===== src/rtl/core/tus_pkg.sv =====
// shared types and constants for the thresholded 3x3 unsharp-mask sharpener
package tus_pkg;

    localparam int PIX_W         = 8;
    localparam int CFG_DATA_W    = 11;
    localparam int CFG_IDX_W     = 1;
    localparam int MAX_ROW_WIDTH_DEF = 1024;
    localparam int ROW_WIDTH_RST = 640;
    localparam int MIN_ROW_WIDTH = 3;
    localparam int THRESH_RST    = 15;

    typedef logic [PIX_W-1:0] t_pix;
    typedef logic [3:0]       t_blur;

    // configuration register indexes
    localparam logic [CFG_IDX_W-1:0] CFG_ROW_WIDTH      = 1'b0;
    localparam logic [CFG_IDX_W-1:0] CFG_EDGE_THRESHOLD = 1'b1;

endpackage


===== src/rtl/core/tus_kernel.sv =====
// threshold test and sharpening of the window centre against the blur
module tus_kernel
    import tus_pkg::*;
(
    input  t_pix  i_centre,
    input  t_blur i_blur,
    input  t_pix  i_threshold,
    output t_pix  o_pixel
);

    t_pix blur_ext;
    t_pix diff;
    t_pix abs_diff;
    logic sharpen;

    always_comb begin
        blur_ext = {4'd0, i_blur};
        diff     = i_centre - blur_ext;
        abs_diff = (i_centre > blur_ext) ? diff : (blur_ext - i_centre);
        sharpen  = abs_diff > i_threshold;
        // add a quarter of the wrapped difference, wrap to 8 bits
        o_pixel  = sharpen ? (i_centre + {2'd0, diff[7:2]}) : i_centre;
    end

endmodule


===== config.mk =====
export PLATFORM = sky130hd
export DESIGN_NAME = tus_kernel
export DESIGN_NICKNAME = d
export VERILOG_FILES = /design/src/rtl/core/tus_pkg.sv /design/src/rtl/core/tus_kernel.sv
export SDC_FILE = /design/constraint.sdc
export NUM_CORES = 1
export LEC_CHECK = 0
export BUFFER_PORTS_ARGS = -buffer_cell sky130_fd_sc_hd__buf_2
export CAP_MARGIN = 10
export CORE_MARGIN = 2
export CORE_UTILIZATION = 55
export DETAILED_ROUTE_END_ITERATION = 16
export PLACE_DENSITY = 0.9
export SYNTH_ARGS = -nofsm -noshare
export SYNTH_HDL_FRONTEND = slang
export SYNTH_SLANG_ARGS = --single-unit

===== constraint.sdc =====
create_clock -name vclk -period 7.45
set_clock_uncertainty 0.2 [all_clocks]
set_input_delay 1.49 -clock vclk [all_inputs]
set_output_delay 1.49 -clock vclk [all_outputs]
set_load 0.02 [all_outputs]

==> results by group, run 1 <==
Job
  • Number of maximum-capacitance violations: 0

Worst setup path
  • Number of buffers and inverters on the critical path: 4
  • Cell at the slowest stage of the critical path: sky130_fd_sc_hd__a211oi_4
  • Critical path capture point type: primary output
  • WS Path Type: input pin to primary output
  • Ordered list of cells on the worst path: buf_2 -> inv_1 -> ha_1 -> inv_1 -> fa_1 -> a21o_1 -> a21o_2 -> a211oi_4 -> mux2_1 -> ha_1 -> nor2b_1 -> o211ai_1 -> a21oi_1 -> o21ai_4 -> o32ai_1 -> a221o_2 -> buf_2
  • WP data required: 5.76 ns
  • Cell class contributing the biggest share of worst-path delay: compound AO/OA/AOI/OAI gates
  • Highest net fanout along the worst path: 14
  • Critical path data arrival time: 5.40 ns
  • Kind of launch point of the worst setup path: input pin
  • Slowest cell delay on critical path: 0.45 ns

Synth
  • Avg Synthesized Cell Area: 7.91 µm²
  • Synthesized net count: 179
  • Share of synthesized area occupied by flip-flops and latches: 0%
  • Synthesized netlist cell count: 135
  • Post-Syn Area: 0.00107 mm²
  • Syn. warnings: 0
  • Count of different cell masters after synthesis: 36

Power
  • Clk network pwr share: 0%
  • Power per Cell Area: 115 mW/mm²
  • Leakage power figure: 0.612 nW
  • Maximum vdd ir drop: 0.0578 mV
  • Share of power burned in combinational logic: 100.0%
  • Overall power consumption: 0.139 mW
  • Net switching fraction of the power: 57.6%
  • Net switching component of the power: 0.0799 mW
  • Sequential power share: 0%
  • Int Pwr: 0.0589 mW

Drt
  • Post-route DRC: 0
  • Detailed-router iteration count before antenna repair: 4
  • Per-cell routed wire length: 13.6 µm
  • Detail-routed via count per cell: 5.65
  • Wire length reported by the detailed router: 2480 µm
  • Post-route antenna net violation count: 0
  • Violation count after the first detailed-routing iteration: 15
  • Total via count after detailed routing: 1028

Clocking
  • Gates resized, CTS repair: 0
  • Post CTS Setup Buffer Count: 0
  • Hold buffer count at cts: 0

Timing
  • Headroom to the max-slew limit: 62.2%
  • Fin. max-slew vios: 0
  • Final Hold Vio Count: 0
  • Final Critical Period: 7.09 ns
  • Total of endpoints with negative setup slack in the final report: 0
  • Total Neg Setup Slack: 0 ns
  • Worst Tran Pin Value: 0.563 ns
  • RSZ-0062 raised after global routing: false
  • Portion of the clock cycle consumed by the worst path in the final layout: 95.1%
  • Top achievable clock speed: 141 MHz

Global routing
  • Remaining Overflow, GRT: 0
  • Via count of the first global-routing pass: 944
  • Wire length of the first global-routing pass: 3930 µm
  • Number of antenna violations at the first check in global routing: 0
  • Maximum number of pins on one net before global-route repair: 15
  • All-Layer GR Usage: 23.5%

Floorplanning
  • Core area: 0.00178 mm²
  • Initial Utilization: 59.9%
  • Number of I/O pins: 28
  • Die width: 48.1 µm
  • Die Y: 48.1 µm
  • Cell Rows: 15
  • Area of the die: 0.00231 mm²

Cells and area
  • Antenna Diode Count: 0
  • Synthesis-to-finish area growth: 13.5%
  • Number of clock buffers in the layout: 0
  • Net count, final: 203
  • Number of flip-flops and latches: 0
  • Layout cell share with drive strength beyond 1: 26.1%
  • Sequential standard cell area: 0 µm²
  • Fraction of the core area covered by cells at the end of the flow: 67.9%

Placed design
  • Number of buffers inserted by port buffering: 28
  • GPL Wtd Cong: 0.802
  • Total half-perimeter wirelength after legalization and detailed placement: 2140 µm

Worst hold path
  • Hold Path End: o_pixel[7]
  • Worst hold-check path type: input pin to primary output
  • Number of instances on the worst hold path: 3
  • Hold_sp: i_centre[7]

Run status
  • Status: finished clean
-- logic make-up after synthesis --
family	after synthesis	share of synthesized area (%)
muxes	8	7.97
AOI/OAI and AO/OA	43	30.0
xor gates and xnor gates	11	9.03
and+or+nand+nor	23	12.4
adders and majority gates	24	30.2
buffers and inverters	26	10.3
-- power by group through the flow --
stage / Sequential, mW / Clock (mW) / Combinational [mW]
5_1_grt: 0 / 0 / 0.155
4_1_cts: 0 / 0 / 0.138
2_1_floorplan: 0 / 0 / 0.103
6_report: 0 / 0 / 0.139
3_5_place_dp: 0 / 0 / 0.137
3_3_place_gp: 0 / 0 / 0.130
-- worst max path at each step --
stage                      startpoint  slack (ns)    endpoint  cells past startpoint
after floorplan           i_centre[0]        0.86  o_pixel[2]                     16
after global placement    i_centre[0]        0.38  o_pixel[6]                     17
after detailed placement  i_centre[0]        0.24  o_pixel[6]                     17
after CTS                 i_centre[0]        0.23  o_pixel[6]                     17
after global routing      i_centre[0]        0.15  o_pixel[6]                     17
final                     i_centre[0]        0.36  o_pixel[6]                     17
-- metrics by stage --
stage	worst slack [ns]	std cells	hold slack, ns	cell area (µm²)
finish	0.363	182	3.14	1210
global route	0.145	182	3.16	1210
CTS	0.233	182	3.15	1200
detailed placement	0.243	182	3.14	1200
global placement	0.377	182	3.14	1200
floorplan	0.860	135	2.91	1070
-- tightest hold or removal path, delay by kind of cell --
family | cells | cell delay [ns]
xor gates and xnor gates | 1 | 0.07
buffers and inverters | 2 | 0.29
-- placed cells by master (no fill, tap or decap) --
master and n:
sky130_fd_sc_hd__fa_1 3, sky130_fd_sc_hd__a21o_2 3, sky130_fd_sc_hd__or3_1 1, sky130_fd_sc_hd__o211ai_1 1
sky130_fd_sc_hd__nand3b_1 1, sky130_fd_sc_hd__buf_2 28, sky130_fd_sc_hd__or4b_1 1, sky130_fd_sc_hd__nand2b_1 2
sky130_fd_sc_hd__nand4_1 3, sky130_fd_sc_hd__inv_1 20, sky130_fd_sc_hd__a211oi_1 6, sky130_fd_sc_hd__nor3_1 3
sky130_fd_sc_hd__or2_2 1, sky130_fd_sc_hd__o32ai_1 1, sky130_fd_sc_hd__xor2_1 6, sky130_fd_sc_hd__mux2i_1 4
sky130_fd_sc_hd__nor3b_1 1, sky130_fd_sc_hd__a21oi_1 11, sky130_fd_sc_hd__o21ai_4 1, sky130_fd_sc_hd__mux2_1 1
sky130_fd_sc_hd__o21a_1 2, sky130_fd_sc_hd__nor3_2 1, sky130_fd_sc_hd__a211oi_2 1, sky130_fd_sc_hd__nor2b_1 2
sky130_fd_sc_hd__o21ai_0 6, sky130_fd_sc_hd__nand2_1 4, sky130_fd_sc_hd__a211oi_4 2, sky130_fd_sc_hd__a21o_1 6
sky130_fd_sc_hd__mux2_2 3, sky130_fd_sc_hd__o31ai_1 2, sky130_fd_sc_hd__ha_1 21, sky130_fd_sc_hd__nor2_1 3
sky130_fd_sc_hd__a221o_2 1, sky130_fd_sc_hd__xnor2_1 5
-- final cells by class --
cell class                      instances  area, µm²
Fill cell                             152        572
Timing Repair Buffer                   28        140
Tap cell                               25       31.3
Inverter                               20       75.1
Multi-Input combinational cell        109        965
-- metal layers --
| layer | global-route usage [%] | part of all wire (%) | vias up |
|---|---|---|---|
| li1 | - | - | 527 |
| met5 | 0 | 0 | - |
| met4 | 4.32 | 0.57 | 0 |
| met2 | 44.0 | 51 | 19 |
| met3 | 1.13 | 2.7 | 2 |
| met1 | 29.5 | 46 | 480 |
-- Yosys cell counts, drive strengths merged --
cell / number / area (µm²)
inv: 20 / 75.1
a221o: 1 / 11.3
or4b: 1 / 10.0
nand2b: 2 / 12.5
nand4: 3 / 18.8
o32ai: 1 / 8.76
nand2: 4 / 15.0
o21a: 2 / 15.0
nor3: 4 / 25.0
a21o: 9 / 71.3
mux2i: 4 / 40.0
nor2b: 2 / 12.5
xor2: 6 / 52.6
xnor2: 5 / 43.8
o31ai: 2 / 15.0
o21ai: 7 / 38.8
a21oi: 11 / 55.1
or3: 1 / 6.26
a211oi: 9 / 97.6
ha: 21 / 263
o211ai: 1 / 7.51
or2: 1 / 6.26
nor2: 3 / 11.3
fa: 3 / 60.1
clkbuf: 1 / 3.75
nand3b: 1 / 7.51
buf: 5 / 31.3
nor3b: 1 / 7.51
mux2: 4 / 45.0
Power figures use the tool's default switching activity.
==> run 2: changes to the inputs <==
--- a/config.mk
+++ b/config.mk
@@ -5,12 +5,15 @@
 export SDC_FILE = /design/constraint.sdc
 export NUM_CORES = 1
 export LEC_CHECK = 0
+export ABC_AREA = 1
 export BUFFER_PORTS_ARGS = -buffer_cell sky130_fd_sc_hd__buf_2
 export CAP_MARGIN = 10
 export CORE_MARGIN = 2
 export CORE_UTILIZATION = 55
 export DETAILED_ROUTE_END_ITERATION = 16
 export PLACE_DENSITY = 0.9
+export SKIP_LAST_GASP = 1
+export SLEW_MARGIN = 15
 export SYNTH_ARGS = -nofsm -noshare
 export SYNTH_HDL_FRONTEND = slang
 export SYNTH_SLANG_ARGS = --single-unit
==> run 2 against run 1 <==
  * Combinational power about the same
  * Core utilization down 0.40 points
  * Routed wire length up 2.6%
  * Sequential share of layout area unchanged
  * Critical path depth up 4
  * Sequential cell count unchanged
  * Maximum frequency up 13%
  * Largest cell class unchanged
  * Clock-buffer cell count unchanged
  * Cell area down 2.7%
  * Synthesized cell count up 23%
==> results by group, run 2 <==
Power
  • Sequential power share: 0% (unchanged)
  • Share of power burned in combinational logic: 100.0% (about the same)
  • Maximum vdd ir drop: 0.0675 mV (+17%)
  • Net switching fraction of the power: 62.9% (+5.3 points)
  • Overall power consumption: 0.136 mW (-1.7%)
  • Net switching component of the power: 0.0858 mW (+7.4%)
  • Clk network pwr share: 0% (unchanged)
  • Leakage power figure: 0.702 nW (+15%)
  • Power per Cell Area: 116 mW/mm² (+0.99%)
  • Int Pwr: 0.0506 mW (-14%)

Timing
  • Total Neg Setup Slack: 0 ns (unchanged)
  • Headroom to the max-slew limit: 71.1% (+8.9 points)
  • Worst Tran Pin Value: 0.434 ns (-0.129 ns)
  • Portion of the clock cycle consumed by the worst path in the final layout: 84.1% (-11 points)
  • Final Hold Vio Count: 0 (unchanged)
  • Total of endpoints with negative setup slack in the final report: 0 (unchanged)
  • Fin. max-slew vios: 0 (unchanged)
  • Final Critical Period: 6.27 ns (-0.820 ns)
  • Top achievable clock speed: 160 MHz (+13%)
  • RSZ-0062 raised after global routing: false

Synth
  • Synthesized netlist cell count: 166 (+23%)
  • Synthesized net count: 210 (+17%)
  • Post-Syn Area: 0.00104 mm² (-2.3%)
  • Share of synthesized area occupied by flip-flops and latches: 0% (unchanged)
  • Synth area leader: sky130_fd_sc_hd__ha_1
  • Most numerous cell types in the synthesized netlist: 39 x sky130_fd_sc_hd__nand2_1, 25 x sky130_fd_sc_hd__inv_1, 21 x sky130_fd_sc_hd__ha_1
  • Top cells by area, synth: sky130_fd_sc_hd__ha_1 25%, sky130_fd_sc_hd__nand2_1 14%, sky130_fd_sc_hd__inv_1 9.0%
  • Cell with the most instances after synthesis: sky130_fd_sc_hd__nand2_1
  • Fraction of post-synthesis cell area in the top cell type by area: 25.2% (+0.59 points)
  • Avg Synthesized Cell Area: 6.28 µm² (-21%)
  • Syn. warnings: 0 (unchanged)
  • Count of different cell masters after synthesis: 29 (-19%)

Worst setup path
  • Kind of launch point of the worst setup path: input pin
  • WS Path Type: input pin to primary output
  • WP data required: 5.76 ns (about the same)
  • Highest net fanout along the worst path: 11 (-3)
  • Critical path data arrival time: 4.58 ns (-0.82 ns)
  • Critical path capture point type: primary output

Clocking
  • Hold buffer count at cts: 0 (unchanged)
  • Post CTS Setup Buffer Count: 0 (unchanged)
  • Gates resized, CTS repair: 0 (unchanged)

Global routing
  • Wire length of the first global-routing pass: 3990 µm (+1.4%)
  • Remaining Overflow, GRT: 0 (unchanged)
  • Via count of the first global-routing pass: 1049 (+11%)
  • Number of antenna violations at the first check in global routing: 0 (unchanged)
  • All-Layer GR Usage: 24.0% (+0.50 points)
  • Maximum number of pins on one net before global-route repair: 12 (-3)

Floorplanning
  • Die Y: 47.5 µm (-1.1%)
  • Die width: 47.5 µm (-1.1%)
  • Core area: 0.00175 mm² (-2.1%)
  • Area of the die: 0.00226 mm² (-2.2%)
  • Number of I/O pins: 28 (unchanged)
  • Initial Utilization: 59.7% (-0.15 points)
  • Cell Rows: 15 (unchanged)

Cells and area
  • Number of flip-flops and latches: 0 (unchanged)
  • Net count, final: 236 (+16%)
  • Sequential standard cell area: 0 µm² (unchanged)
  • Most frequent standard cell in the layout excluding fill and tap cells: sky130_fd_sc_hd__nand2_1
  • Synthesis-to-finish area growth: 13.1%
  • Commonest cells after routing, fill and taps aside: 39 x sky130_fd_sc_hd__nand2_1, 28 x sky130_fd_sc_hd__buf_2, 25 x sky130_fd_sc_hd__inv_1, 21 x sky130_fd_sc_hd__ha_1, 11 x sky130_fd_sc_hd__o21ai_1
  • Layout cell share with drive strength beyond 1: 24.2% (-1.9 points)
  • Antenna Diode Count: 0 (unchanged)
  • Number of clock buffers in the layout: 0 (unchanged)

Placed design
  • GPL Wtd Cong: 0.897 (+12%)
  • Number of buffers inserted by port buffering: 28 (unchanged)
  • Total half-perimeter wirelength after legalization and detailed placement: 2230 µm (+3.9%)

Worst hold path
  • Number of instances on the worst hold path: 4 (+1)
  • Hold_sp: i_centre[7]
  • Worst hold-check path type: input pin to primary output
  • Hold Path End: o_pixel[7]

Drt
  • Violation count after the first detailed-routing iteration: 35 (+20)
  • Detailed-router iteration count before antenna repair: 4 (unchanged)
  • Post-route DRC: 0 (unchanged)
  • Detail-routed via count per cell: 5.40 (-4.5%)
  • Total via count after detailed routing: 1160 (+13%)
  • Per-cell routed wire length: 11.8 µm (-13%)
  • Wire length reported by the detailed router: 2540 µm (+2.6%)
  • Post-route antenna net violation count: 0 (unchanged)

Run status
  • Status: finished clean

Job
  • Number of maximum-capacitance violations: 0 (unchanged)
==> run 2: area by class of cell <==
class / count / area, µm²
Tap cell: 25 / 31.3
Inverter: 32 / 120
Timing Repair Buffer: 28 / 140
Multi-Input combinational cell: 130 / 887
Fill cell: 172 / 567
==> run 2: how the worst max path moves through the flow <==
| stage | start | end | slack, ns |
|---|---|---|---|
| finish | i_centre[0] | o_pixel[4] | 1.18 |
| global route | i_centre[0] | o_pixel[4] | 0.91 |
| CTS | i_centre[0] | o_pixel[4] | 1.21 |
| detailed placement | i_centre[0] | o_pixel[4] | 1.21 |
| global placement | i_centre[0] | o_pixel[4] | 1.42 |
| floorplan | i_centre[0] | o_pixel[4] | 1.60 |
==> run 2: cells by family after synthesis <==
family	count (synthesis)	synth area share, %
and+or+nand+nor	68	30.1
buffers and inverters	36	14.9
adders and majority gates	24	31.0
xor gates and xnor gates	8	6.72
AOI/OAI and AO/OA	30	17.3
==> run 2: critical path, cell delays in order <==
cell and delay, ns:
sky130_fd_sc_hd__buf_2 0.12, sky130_fd_sc_hd__inv_1 0.08, sky130_fd_sc_hd__ha_1 0.17, sky130_fd_sc_hd__inv_1 0.08, sky130_fd_sc_hd__fa_1 0.42, sky130_fd_sc_hd__nand3_1 0.13, sky130_fd_sc_hd__nand2_1 0.07, sky130_fd_sc_hd__nand2_1 0.07
sky130_fd_sc_hd__and3_1 0.31, sky130_fd_sc_hd__o21ai_1 0.13, sky130_fd_sc_hd__o21ai_1 0.09, sky130_fd_sc_hd__inv_1 0.05, sky130_fd_sc_hd__ha_1 0.28, sky130_fd_sc_hd__a21oi_1 0.13, sky130_fd_sc_hd__nor2_1 0.05, sky130_fd_sc_hd__a211oi_1 0.19
sky130_fd_sc_hd__nand2_1 0.09, sky130_fd_sc_hd__nand2_2 0.13, sky130_fd_sc_hd__inv_2 0.11, sky130_fd_sc_hd__o22ai_1 0.18, sky130_fd_sc_hd__buf_2 0.19
==> run 2: power by group through the flow <==
stage                     logic, mW  registers (mW)  clock network, mW
after floorplan               0.101               0                  0
after global placement        0.128               0                  0
after detailed placement      0.135               0                  0
after CTS                     0.136               0                  0
after global routing          0.153               0                  0
final                         0.136               0                  0
==> run 2: through the flow <==
step / std cells / hold slack, ns / cell area (µm²) / worst slack (ns) / util (%)
4_1_cts: 215 / 3.13 / 1180 / 1.21 / 67.5
5_1_grt: 215 / 3.17 / 1180 / 0.906 / 67.5
3_5_place_dp: 215 / 3.13 / 1180 / 1.21 / 67.5
6_report: 215 / 3.14 / 1180 / 1.18 / 67.5
2_1_floorplan: 166 / 2.95 / 1040 / 1.60 / -
3_3_place_gp: 215 / 3.11 / 1180 / 1.42 / 67.5
==> run 2: layer usage <==
layer | part of all wire [%] | GRT usage [%] | up-vias | routed length [µm]
met3 | 3.8 | 1.13 | 6 | 96
met5 | 0 | 0 | - | 0
met1 | 42 | 27.2 | 535 | 1060
met4 | 1.5 | 3.78 | 0 | 37
li1 | - | - | 584 | -
met2 | 53 | 49.2 | 35 | 1350
